==> src/sv/blese_pkg.sv <==
// shared types, codes and constants of the ble slave event scheduler
// no dependencies; imported by blese_sched and ble_slave_event_scheduler_core
`default_nettype none

package blese_pkg;

  // time units in 4 MHz radio ticks
  localparam int unsigned ADV_UNIT_TICKS     = 2500;
  localparam int unsigned CONN_UNIT_TICKS    = 5000;
  localparam int unsigned EARLY_OFFSET_LIMIT = 60000;
  localparam int unsigned EARLY_OFFSET_UNITS = EARLY_OFFSET_LIMIT / CONN_UNIT_TICKS;
  localparam int unsigned NUM_DATA_CHANNELS  = 37;
  localparam int unsigned START_LEAD         = 4000;
  localparam int unsigned WAKE_LEAD          = 12000;

  localparam logic [3:0] PDU_CONNECT_REQ = 4'd5;

  // configuration port
  localparam int unsigned CFG_ADDR_W  = 1;
  localparam int unsigned CFG_DATA_W  = 15;
  localparam int unsigned ADV_IV_W    = 27;  // 32767 * 2500 fits
  localparam int unsigned ADV_EN_W    = 3;
  localparam int unsigned ADV_IVU_RST = 32;
  localparam logic [CFG_ADDR_W-1:0] CFG_ADV_INTERVAL = 1'd0;
  localparam logic [CFG_ADDR_W-1:0] CFG_ADV_CHANNELS = 1'd1;

  // request kinds
  localparam logic [1:0] KIND_ADV_ENABLE = 2'd0;
  localparam logic [1:0] KIND_TIMER      = 2'd1;
  localparam logic [1:0] KIND_RX_PACKET  = 2'd2;

  // result status codes
  localparam logic [1:0] ST_OK      = 2'd0;
  localparam logic [1:0] ST_ERROR   = 2'd1;
  localparam logic [1:0] ST_IGNORED = 2'd2;

  typedef enum logic [1:0] {
    MODE_STANDBY = 2'd0,
    MODE_ADV     = 2'd1,
    MODE_CONN    = 2'd2
  } mode_t;

  // request after the stateless precompute stages
  typedef struct packed {
    logic [1:0]  kind;
    logic        enable;
    logic        conn_req;   // pdu type is connect request
    logic        radio_ok;
    logic [4:0]  hop;
    logic [5:0]  hop2;       // channel after one hop from hop
    logic        early;      // offset too small, first event skipped
    logic [20:0] win_ticks;
    logic [31:0] iv_ticks;
    logic [31:0] first_anchor;
    logic [31:0] next_anchor;
    logic [31:0] pred_anchor; // anchor that follows the stored counter
    logic [31:0] adv_start;   // now plus advertising interval
  } prep_t;

  // result before the final lead subtraction
  typedef struct packed {
    logic [1:0]  status;
    mode_t       mode;
    logic [2:0]  adv_ch;
    logic [5:0]  channel;
    logic [15:0] event_cnt;
    logic        rs_en;
    logic [31:0] rs_anchor;
    logic [20:0] win_ticks;
    logic        armed;
    logic        wake;       // compare is an anchor, subtract wake lead
    logic [31:0] tc_value;
    logic        issued;
  } res_t;

  function automatic logic [5:0] hop_add(input logic [5:0] ch, input logic [4:0] hop);
    logic [6:0] s;
    s = 7'(ch) + 7'(hop);
    if (s >= 7'(NUM_DATA_CHANNELS)) begin
      s = s - 7'(NUM_DATA_CHANNELS);
    end
    return s[5:0];
  endfunction

endpackage

`default_nettype wire

==> src/sv/blese_sched.sv <==
// mode and timing state of the scheduler with the registered result stage
// depends on blese_pkg
`default_nettype none

module blese_sched
  import blese_pkg::*;
(
  input  wire logic                clk,
  input  wire logic                rst_n,
  input  wire logic                item_go,
  input  wire prep_t               item,
  input  wire logic [ADV_IV_W-1:0] adv_iv,
  input  wire logic [ADV_EN_W-1:0] adv_en,
  output res_t                     res_r
);

  mode_t       mode_r, mode_nxt;
  logic [31:0] next_adv_r, next_adv_nxt;
  logic [31:0] interval_r, interval_nxt;
  logic [4:0]  hop_r, hop_nxt;
  logic [5:0]  chan_r, chan_nxt;
  logic [15:0] ecnt_r, ecnt_nxt;
  logic [31:0] anchor_r, anchor_nxt;
  logic [20:0] rxwin_r, rxwin_nxt;
  logic [31:0] fa_iv_r, fa_iv_nxt;     // first anchor plus one interval
  logic [31:0] pred_r, pred_nxt;       // first anchor + interval * (counter + 1)
  res_t        res_nxt;

  logic [15:0] ecnt_inc;
  logic [31:0] pred_step;
  logic [31:0] adv_step;

  assign ecnt_inc  = ecnt_r + 16'd1;
  assign pred_step = (ecnt_inc == 16'd0) ? fa_iv_r : pred_r + interval_r;
  assign adv_step  = next_adv_r + 32'(adv_iv);

  // mode transitions
  always_comb begin
    mode_nxt = mode_r;
    case (item.kind)
      KIND_ADV_ENABLE: begin
        if (item.enable && mode_r == MODE_STANDBY) begin
          mode_nxt = MODE_ADV;
        end else if (!item.enable && mode_r == MODE_ADV) begin
          mode_nxt = MODE_STANDBY;
        end
      end
      KIND_RX_PACKET: begin
        if (mode_r == MODE_ADV && item.conn_req) begin
          mode_nxt = item.radio_ok ? MODE_CONN : MODE_STANDBY;
        end
      end
      default: mode_nxt = mode_r;
    endcase
  end

  // timing state and result fields
  always_comb begin
    next_adv_nxt = next_adv_r;
    interval_nxt = interval_r;
    hop_nxt      = hop_r;
    chan_nxt     = chan_r;
    ecnt_nxt     = ecnt_r;
    anchor_nxt   = anchor_r;
    rxwin_nxt    = rxwin_r;
    fa_iv_nxt    = fa_iv_r;
    pred_nxt     = pred_r;
    res_nxt      = '0;
    res_nxt.status = ST_IGNORED;
    case (item.kind)
      KIND_ADV_ENABLE: begin
        if (item.enable && mode_r == MODE_STANDBY) begin
          next_adv_nxt     = item.adv_start;
          res_nxt.tc_value = item.adv_start;
          res_nxt.armed    = 1'b1;
          res_nxt.status   = ST_OK;
        end else if (!item.enable && mode_r == MODE_ADV) begin
          res_nxt.status = ST_OK;
        end else begin
          res_nxt.status = ST_ERROR;
        end
      end
      KIND_TIMER: begin
        if (mode_r == MODE_ADV) begin
          res_nxt.adv_ch   = adv_en;
          next_adv_nxt     = adv_step;
          res_nxt.tc_value = adv_step;
          res_nxt.armed    = 1'b1;
          res_nxt.status   = ST_OK;
        end else if (mode_r == MODE_CONN) begin
          ecnt_nxt          = ecnt_inc;
          chan_nxt          = hop_add(chan_r, hop_r);
          pred_nxt          = pred_step;
          res_nxt.rs_en     = 1'b1;
          res_nxt.rs_anchor = anchor_r;
          if (item.radio_ok) begin
            anchor_nxt       = pred_step;
            res_nxt.tc_value = pred_step;
            res_nxt.wake     = 1'b1;
            res_nxt.armed    = 1'b1;
            res_nxt.issued   = 1'b1;
            res_nxt.status   = ST_OK;
          end else begin
            res_nxt.status = ST_ERROR;
          end
        end
      end
      KIND_RX_PACKET: begin
        if (mode_r == MODE_ADV && item.conn_req) begin
          rxwin_nxt         = item.win_ticks;
          interval_nxt      = item.iv_ticks;
          hop_nxt           = item.hop;
          ecnt_nxt          = item.early ? 16'd1 : 16'd0;
          chan_nxt          = item.early ? item.hop2 : 6'(item.hop);
          fa_iv_nxt         = item.next_anchor;
          pred_nxt          = item.pred_anchor;
          res_nxt.rs_en     = 1'b1;
          res_nxt.rs_anchor = item.first_anchor;
          if (item.radio_ok) begin
            anchor_nxt       = item.next_anchor;
            res_nxt.tc_value = item.next_anchor;
            res_nxt.wake     = 1'b1;
            res_nxt.armed    = 1'b1;
            res_nxt.issued   = 1'b1;
            res_nxt.status   = ST_OK;
          end else begin
            res_nxt.status = ST_ERROR;
          end
        end
      end
      default: res_nxt.status = ST_IGNORED;
    endcase
    res_nxt.mode      = mode_nxt;
    res_nxt.channel   = chan_nxt;
    res_nxt.event_cnt = ecnt_nxt;
    res_nxt.win_ticks = rxwin_nxt;
  end

  always_ff @(posedge clk) begin
    if (!rst_n) begin
      mode_r     <= MODE_STANDBY;
      next_adv_r <= '0;
      interval_r <= '0;
      hop_r      <= '0;
      chan_r     <= '0;
      ecnt_r     <= '0;
      anchor_r   <= '0;
      rxwin_r    <= '0;
      fa_iv_r    <= '0;
      pred_r     <= '0;
    end else if (item_go) begin
      mode_r     <= mode_nxt;
      next_adv_r <= next_adv_nxt;
      interval_r <= interval_nxt;
      hop_r      <= hop_nxt;
      chan_r     <= chan_nxt;
      ecnt_r     <= ecnt_nxt;
      anchor_r   <= anchor_nxt;
      rxwin_r    <= rxwin_nxt;
      fa_iv_r    <= fa_iv_nxt;
      pred_r     <= pred_nxt;
    end
  end

  always_ff @(posedge clk) begin
    if (item_go) begin
      res_r <= res_nxt;
    end
  end

endmodule

`default_nettype wire

==> src/sv/ble_slave_event_scheduler_core.sv <==
// top level of the ble slave link-layer mode and timing sequencer
// depends on blese_pkg and blese_sched
`default_nettype none

// usage
//  in_* carries one request per handshake: in_tuser is the request kind
//  (advertise enable, timer compare event, received advertising packet),
//  in_tdata holds the request fields. out_* returns exactly one result per
//  request, in request order. cfg_* writes the advertising interval and the
//  advertising channel mask; write them only while no request is in flight.
//  pipeline: a request passes the product stage, anchor-sum stage, state stage
//  and lead-subtract stage, each registered, before its result is valid
//  throughput: one request per cycle unless stalled; the mode/timing state is updated in
//  the single state stage, every other stage only sees one request
//  reset: mode standby, all times and counters zero, interval 32 units,
//  all three advertising channels enabled, pipeline empty
//  stall: while out_tready is low the result holds and the stages behind it
//  keep filling; in_tready drops only when all four stages hold a request
//  all time arithmetic wraps modulo 2^32

module ble_slave_event_scheduler_core
  import blese_pkg::*;
(
  input  wire logic                  clk,
  input  wire logic                  rst_n,
  // request channel
  input  wire logic                  in_tvalid,
  output logic                       in_tready,
  // enable[0], now_ticks[32:1], pdu_type[36:33], window_units[44:37],
  // offset_units[60:45], interval_units[76:61], hop_increment[81:77],
  // rx_timestamp[113:82], radio_ok[114], zero[119:115]
  input  wire logic [119:0]          in_tdata,
  // kind[1:0]
  input  wire logic [1:0]            in_tuser,
  // result channel
  output logic                       out_tvalid,
  input  wire logic                  out_tready,
  // status[1:0], mode_now[3:2], adv_channels[6:4], data_channel[12:7],
  // event_count[28:13], radio_start[60:29], window_ticks[81:61],
  // timer_compare[113:82], timer_armed[114], command_issued[115], zero[119:116]
  output logic [119:0]               out_tdata,
  // configuration write port
  input  wire logic                  cfg_we,
  input  wire logic [CFG_ADDR_W-1:0] cfg_addr,
  input  wire logic [CFG_DATA_W-1:0] cfg_wdata
);

  // configuration, interval kept in ticks
  logic [ADV_IV_W-1:0] adv_iv_r;
  logic [ADV_EN_W-1:0] adv_en_r;

  always_ff @(posedge clk) begin
    if (!rst_n) begin
      adv_iv_r <= ADV_IV_W'(ADV_IVU_RST * ADV_UNIT_TICKS);
      adv_en_r <= '1;
    end else if (cfg_we) begin
      case (cfg_addr)
        CFG_ADV_INTERVAL: adv_iv_r <= ADV_IV_W'(cfg_wdata) * ADV_IV_W'(ADV_UNIT_TICKS);
        CFG_ADV_CHANNELS: adv_en_r <= cfg_wdata[ADV_EN_W-1:0];
        default: adv_en_r <= adv_en_r;
      endcase
    end
  end

  // stage handshake: each stage takes a new request when empty or draining
  logic a_v_r, b_v_r, c_v_r, out_v_r;
  logic a_rdy, b_rdy, c_rdy, d_rdy;
  logic a_go, b_go, c_go, d_go;

  assign d_rdy     = !out_v_r || out_tready;
  assign c_rdy     = !c_v_r || d_rdy;
  assign b_rdy     = !b_v_r || c_rdy;
  assign a_rdy     = !a_v_r || b_rdy;
  assign in_tready = a_rdy;
  assign a_go      = in_tvalid && a_rdy;
  assign b_go      = a_v_r && b_rdy;
  assign c_go      = b_v_r && c_rdy;
  assign d_go      = c_v_r && d_rdy;

  always_ff @(posedge clk) begin
    if (!rst_n) begin
      a_v_r   <= 1'b0;
      b_v_r   <= 1'b0;
      c_v_r   <= 1'b0;
      out_v_r <= 1'b0;
    end else begin
      a_v_r   <= a_go || (a_v_r && !b_go);
      b_v_r   <= b_go || (b_v_r && !c_go);
      c_v_r   <= c_go || (c_v_r && !d_go);
      out_v_r <= d_go || (out_v_r && !out_tready);
    end
  end

  // request fields
  logic        in_enable, in_ok;
  logic [31:0] in_now, in_stamp;
  logic [3:0]  in_pdu;
  logic [7:0]  in_win;
  logic [15:0] in_off, in_int;
  logic [4:0]  in_hop;

  assign in_enable = in_tdata[0];
  assign in_now    = in_tdata[32:1];
  assign in_pdu    = in_tdata[36:33];
  assign in_win    = in_tdata[44:37];
  assign in_off    = in_tdata[60:45];
  assign in_int    = in_tdata[76:61];
  assign in_hop    = in_tdata[81:77];
  assign in_stamp  = in_tdata[113:82];
  assign in_ok     = in_tdata[114];

  // stage a: unit conversions by constant products
  logic [1:0]  a_kind_r;
  logic        a_enable_r, a_conn_r, a_ok_r, a_early_r;
  logic [4:0]  a_hop_r;
  logic [5:0]  a_hop2_r;
  logic [20:0] a_win_r;
  logic [31:0] a_off_r, a_iv_r, a_iv2_r, a_iv3_r, a_stamp_r, a_now_r;

  always_ff @(posedge clk) begin
    if (a_go) begin
      a_kind_r   <= in_tuser;
      a_enable_r <= in_enable;
      a_conn_r   <= (in_pdu == PDU_CONNECT_REQ);
      a_ok_r     <= in_ok;
      a_early_r  <= (in_off <= 16'(EARLY_OFFSET_UNITS));
      a_hop_r    <= in_hop;
      a_hop2_r   <= hop_add(6'(in_hop), in_hop);
      a_win_r    <= 21'(in_win) * 21'(CONN_UNIT_TICKS);
      a_off_r    <= 32'(in_off) * 32'(CONN_UNIT_TICKS);
      a_iv_r     <= 32'(in_int) * 32'(CONN_UNIT_TICKS);
      a_iv2_r    <= 32'(in_int) * 32'(2 * CONN_UNIT_TICKS);
      a_iv3_r    <= 32'(in_int) * 32'(3 * CONN_UNIT_TICKS);
      a_stamp_r  <= in_stamp;
      a_now_r    <= in_now;
    end
  end

  // stage b: connection anchors, all independent of the state
  // not early: first = fa0, next = fa0 + iv, pred = fa0 + iv
  // early:     first = fa0 + iv, next = fa0 + 2iv, pred = fa0 + 3iv
  logic [31:0] fa0;
  prep_t       b_nxt, b_r;

  assign fa0 = a_stamp_r + a_off_r;

  always_comb begin
    b_nxt.kind         = a_kind_r;
    b_nxt.enable       = a_enable_r;
    b_nxt.conn_req     = a_conn_r;
    b_nxt.radio_ok     = a_ok_r;
    b_nxt.hop          = a_hop_r;
    b_nxt.hop2         = a_hop2_r;
    b_nxt.early        = a_early_r;
    b_nxt.win_ticks    = a_win_r;
    b_nxt.iv_ticks     = a_iv_r;
    b_nxt.first_anchor = a_early_r ? fa0 + a_iv_r : fa0;
    b_nxt.next_anchor  = fa0 + (a_early_r ? a_iv2_r : a_iv_r);
    b_nxt.pred_anchor  = fa0 + (a_early_r ? a_iv3_r : a_iv_r);
    b_nxt.adv_start    = a_now_r + 32'(adv_iv_r);
  end

  always_ff @(posedge clk) begin
    if (b_go) begin
      b_r <= b_nxt;
    end
  end

  // stage c: mode and timing state
  res_t c_res;

  blese_sched u_sched (
    .clk     (clk),
    .rst_n   (rst_n),
    .item_go (c_go),
    .item    (b_r),
    .adv_iv  (adv_iv_r),
    .adv_en  (adv_en_r),
    .res_r   (c_res)
  );

  // stage d: radio start and wake-up leads, output register
  logic [31:0]  d_rstart, d_tcomp;
  logic [119:0] out_data_r;

  assign d_rstart = c_res.rs_en ? c_res.rs_anchor - 32'(START_LEAD) : 32'd0;
  assign d_tcomp  = !c_res.armed ? 32'd0 :
                    c_res.wake ? c_res.tc_value - 32'(WAKE_LEAD) : c_res.tc_value;

  always_ff @(posedge clk) begin
    if (d_go) begin
      out_data_r <= {4'd0, c_res.issued, c_res.armed, d_tcomp, c_res.win_ticks,
                     d_rstart, c_res.event_cnt, c_res.channel, c_res.adv_ch,
                     2'(c_res.mode), c_res.status};
    end
  end

  assign out_tvalid = out_v_r;
  assign out_tdata  = out_data_r;

  // a stalled input means every stage holds a request
  a_full: assert property (@(posedge clk) disable iff (!rst_n)
    !in_tready |-> (a_v_r && b_v_r && c_v_r && out_v_r))
    else $error("input stalled with an empty stage");

  // an issued slave command means the connection is up and the result is ok
  a_issue: assert property (@(posedge clk) disable iff (!rst_n)
    (out_v_r && out_tdata[115]) |->
      (out_tdata[1:0] == ST_OK && out_tdata[3:2] == 2'(MODE_CONN)))
    else $error("command issued outside connected mode");

  // data channel stays below the channel count
  a_chan: assert property (@(posedge clk) disable iff (!rst_n)
    out_v_r |-> (out_tdata[12:7] < 6'(NUM_DATA_CHANNELS)))
    else $error("data channel out of range");

  // compare value is zero unless the timer is armed
  a_cmp: assert property (@(posedge clk) disable iff (!rst_n)
    (out_v_r && !out_tdata[114]) |-> (out_tdata[113:82] == 32'd0))
    else $error("timer compare without arm");

  // advertising channels are only reported while advertising
  a_adv: assert property (@(posedge clk) disable iff (!rst_n)
    (out_v_r && out_tdata[6:4] != 3'd0) |-> (out_tdata[3:2] == 2'(MODE_ADV)))
    else $error("advertising channels outside advertising mode");

endmodule

`default_nettype wire
==> config.mk <==
export PLATFORM = sky130hd
export DESIGN_NAME = ble_slave_event_scheduler_core
export DESIGN_NICKNAME = d
export VERILOG_FILES = /design/src/sv/blese_pkg.sv /design/src/sv/blese_sched.sv /design/src/sv/ble_slave_event_scheduler_core.sv
export SDC_FILE = /design/constraint.sdc
export NUM_CORES = 2
export LEC_CHECK = 0
export ABC_CLOCK_PERIOD_IN_PS = 10400
export BUFFER_PORTS_ARGS = -buffer_cell sky130_fd_sc_hd__buf_4
export CAP_MARGIN = 20
export CELL_PAD_IN_SITES_DETAIL_PLACEMENT = 1
export CELL_PAD_IN_SITES_GLOBAL_PLACEMENT = 2
export CORE_UTILIZATION = 37
export CTS_CLUSTER_SIZE = 25
export DETAILED_ROUTE_END_ITERATION = 10
export PLACE_DENSITY_LB_ADDON = 0.1
export SETUP_SLACK_MARGIN = 0.1
export SLEW_MARGIN = 5
export SYNTH_ARGS = -nofsm -noshare
export SYNTH_HDL_FRONTEND = slang
export SYNTH_SLANG_ARGS = --single-unit
export TNS_END_PERCENT = 100
==> constraint.sdc <==
create_clock -name clk -period 10.4 [get_ports clk]
set_input_delay 0.52 -clock clk [delete_from_list [all_inputs] [get_ports clk]]
set_output_delay 0.52 -clock clk [all_outputs]
set_load 0.01 [all_outputs]
==> impl_metrics.env <==
export IMPL_ys_ff_latch=829
export IMPL_worstSkewPairLatency_ns=0.72
export IMPL_tns_ns=0
export IMPL_ant_nets=0
export IMPL_synth_top_flop_cell="edfxtp_1"
export IMPL_cts_buffers=98
export IMPL_postSynthAreaPerCell_um2=10.3
export IMPL_dieArea_um2=143000
export IMPL_hold_path_end="a_off_r[3]"
export IMPL_yosys_area_top_type="edfxtp_1"
export IMPL_hold_violations=0
export IMPL_peakVddDrop_mv=0.178
export IMPL_gp_congestion=0.841
export IMPL_switching_share_pct=39.1
export IMPL_cts_htree_levels=3
export IMPL_yosys_top_cells_area="edfxtp_1, ha_1, dfxtp_1, fa_1, nand2_1"
export IMPL_r2r_start="a_off_r[5]"
export IMPL_antenna_found_initial=4
export IMPL_startpoint="a_off_r[5]"
export IMPL_reg2reg_depth=19
export IMPL_core_area_um2=140000
export IMPL_cts_clk_slew_worst_paths_ns=0.06
export IMPL_maxSlewViolCount=0
export IMPL_intPower_mw=9.65
export IMPL_relSlewSlack_pct=26.3
export IMPL_syn_to_final_growth_pct=15.8
export IMPL_netlist_area_um2=52300
export IMPL_seqPwrFrac_pct=29.7
export IMPL_holdWs_ns=0.0647
export IMPL_synth_top_area_share_pct=34.1
export IMPL_track_usage_pct=21.5
export IMPL_reg2reg_to="b_r[61]"
export IMPL_grt_max_degree=129
export IMPL_timing_critical_path_to_type="flip-flop"
export IMPL_clock_path_buffers=3
export IMPL_vias=38100
export IMPL_hp_class="primary input to flip-flop"
export IMPL_layout_drive_gt1_share_pct=9.88
export IMPL_fin_crit_sh_pct=55.6
export IMPL_synth_warnings=0
export IMPL_setup_worst_path_class="flip-flop to flip-flop"
export IMPL_cts_root_buf="clkbuf_16"
export IMPL_antenna_diode_count=0
export IMPL_slowest_delay_ns=0.54
export IMPL_fin_ws_ns=4.62
export IMPL_status="completed"
export IMPL_die_w_um=378
export IMPL_pwr_share_comb_pct=47.5
export IMPL_io_pins=265
export IMPL_p_sw_mw=6.20
export IMPL_cts_tree="yes"
export IMPL_fmax_mhz=173
export IMPL_cts_sinks=829
export IMPL_setup_viol=0
export IMPL_die_h_um=378
export IMPL_nFillCells=15600
export IMPL_crit_fanout=6
export IMPL_synth_cells=5099
export IMPL_synth_cell_types=96
export IMPL_cts_hold_buf=76
export IMPL_grt_pass1_wl_um=237000
export IMPL_dp_slack_ns=4.22
export IMPL_nNetsFinal=6252
export IMPL_critPathLaunchType="flip-flop"
export IMPL_crit_slowest_cell="a211oi_1"
export IMPL_dr_pass1_iters=6
export IMPL_grt_pass1_vias=39700
export IMPL_required_ns=10.87
export IMPL_drt_iter0_drc=2049
export IMPL_p_leak_nw=25.3
export IMPL_portBuffers=255
export IMPL_start_util_pct=37.4
export IMPL_path_cells="ha_1, o21ai_0, o21bai_1, or4_1, a41oi_1, o21bai_1, a21oi_1, xnor2_1, ha_1, a211oi_1, nor2_1, o41a_1, a211oi_1, o21ai_0, nand4_1, a31oi_1, a21o_1, a21oi_1, xnor2_1"
export IMPL_dp_hpwl_um=117000
export IMPL_min_from="in_tdata[45]"
export IMPL_p_clk_share_pct=22.8
export IMPL_viasPerCell=5.16
export IMPL_regToRegSetupSlack_ns=4.62
export IMPL_tightest_slew_ns=1.11
export IMPL_async_flop_share_pct=0
export IMPL_drc=0
export IMPL_hold_depth=1
export IMPL_dp_cells=7106
export IMPL_post_route_min_period_ns=5.78
export IMPL_cp_arrival_ns=6.25
export IMPL_num_rows=137
export IMPL_drv_cap=0
export IMPL_post_cts_resized=0
export IMPL_fin_cells=7370
export IMPL_synth_edf_count=593
export IMPL_rsz0062_at_grt="false"
export IMPL_post_cts_buffers=0
export IMPL_finClkSkew_ns=0.0420
export IMPL_post_drt_wl_per_cell_um=20.8
export IMPL_ys_seq_area_share_pct=43.1
export IMPL_overflow=0
export IMPL_drt_total_wl_um=154000
export IMPL_p_per_area_nw_per_um2=262
[how the worst max path moves through the flow]
stage / end / slack [ns]
2_1_floorplan: a_conn_r / 0.29
3_3_place_gp: a_iv3_r[28] / 4.25
3_5_place_dp: a_iv3_r[28] / 4.22
4_1_cts: b_r[63] / 4.56
5_1_grt: b_r[127] / 4.25
6_report: b_r[61] / 4.62
[cell usage after synthesis (43+ instances only)]
master and number:
a21o_1 98, a21oi_1 441, a22o_1 43, and2_1 75, and3_1 43, clkbuf_1 144, dfxtp_1 236, edfxtp_1 593
fa_1 169, ha_1 532, inv_1 437, nand2_1 660, nand3_1 102, nor2_1 230, nor3_1 68, o211ai_1 48
o21ai_0 212, or3_1 46, xnor2_1 210, xor2_1 91
[flip-flops by register name (all words and copies together) (netlist names), 6 cells and up]
signal	count
a_hop2_r	6
out_tdata	116
a_iv3_r	27
u_sched.chan_r	6
u_sched.interval_r	26
adv_iv_r	25
a_win_r	18
b_r	183
u_sched.fa_iv_r	32
a_now_r	32
u_sched.res_r	117
u_sched.next_adv_r	32
a_off_r	26
u_sched.pred_r	32
u_sched.ecnt_r	16
u_sched.anchor_r	32
a_stamp_r	32
a_iv2_r	25
u_sched.rxwin_r	21
[power groups by stage]
stage / clock (mW) / combinational [mW] / sequential (mW)
floorplan: 0 / 5.52 / 4.58
global placement: 0 / 7.42 / 4.76
detailed placement: 0 / 7.51 / 4.77
CTS: 3.71 / 7.61 / 4.70
global route: 3.83 / 8.46 / 4.74
finish: 3.61 / 7.53 / 4.70
[kinds of logic (layout without fill, tap and decap cells)]
kind of cell,count (synthesis),after routing,share of synthesized area [%]
AOI/OAI and AO/OA,1200,1200,14.7
xor gates and xnor gates,301,301,5.04
adders and majority gates,701,701,19.2
buffers and inverters,611,1003,4.48
DFF,829,829,43.1
muxes,62,62,1.24
other,1,4,0.00717
and+or+nand+nor,1394,1394,12.2
[stage by stage]
stage	utilization, %	instance area [µm²]	power, mW
detailed placement	40.2	56300	12.3
CTS	43.2	60500	16.0
global route	43.3	60500	17.0
finish	43.3	60500	15.9
floorplan	-	52300	10.1
global placement	40.2	56300	12.2
[metal layers]
metal / part of all wire [%] / up-vias / track usage (%)
met4: 1.9 / 0 / 4.90
met2: 48 / 503 / 37.2
met5: 0 / - / 0
met1: 47 / 18600 / 29.0
li1: - / 18800 / -
met3: 2.9 / 124 / 2.09
[final cells by class]
cell class | count | area, µm² | share of cell area (%)
Sequential cell | 829 | 22500 | 37.2
Timing Repair Buffer | 378 | 3070 | 5.07
Clock buffer | 131 | 2720 | 4.49
Tap cell | 1876 | 2350 | 3.88
Clock inverter | 55 | 709 | 1.17
Inverter | 439 | 1660 | 2.74
Multi-Input combinational cell | 3662 | 27500 | 45.4
[cells in the final DEF (no fill, tap or decap), types with 25 or more instances in the layout]
master and n:
a211oi_1 41, xnor2_1 210, and2_1 75, o21ai_0 212, mux2i_1 40, a21o_1 98
nor2b_1 31, nor2_1 227, o21bai_1 35, o21a_1 36, edfxtp_1 593, ha_1 531
dlygate4sd3_1 76, nand2_1 658, a31oi_1 33, buf_4 299, dfxtp_1 236, inv_1 435
and3_1 43, nand3_1 101, nand2b_1 40, clkbuf_16 99, nor3_1 67, a22o_1 43
or3_1 46, fa_1 169, a21boi_0 25, a21oi_1 440, xor2_1 91, o211ai_1 48
[critical path, delay by kind of cell (launching register included)]
family	cells	cell delay (ns)
AO/OA/AOI/OAI	12	3.01
AND/OR/NAND/NOR	3	0.82
adder cells (fa/ha/maj)	2	0.81
XOR/XNOR	2	0.51
flip-flops	1	0.37
No activity file was read; power rests on OpenSTA's default activity.
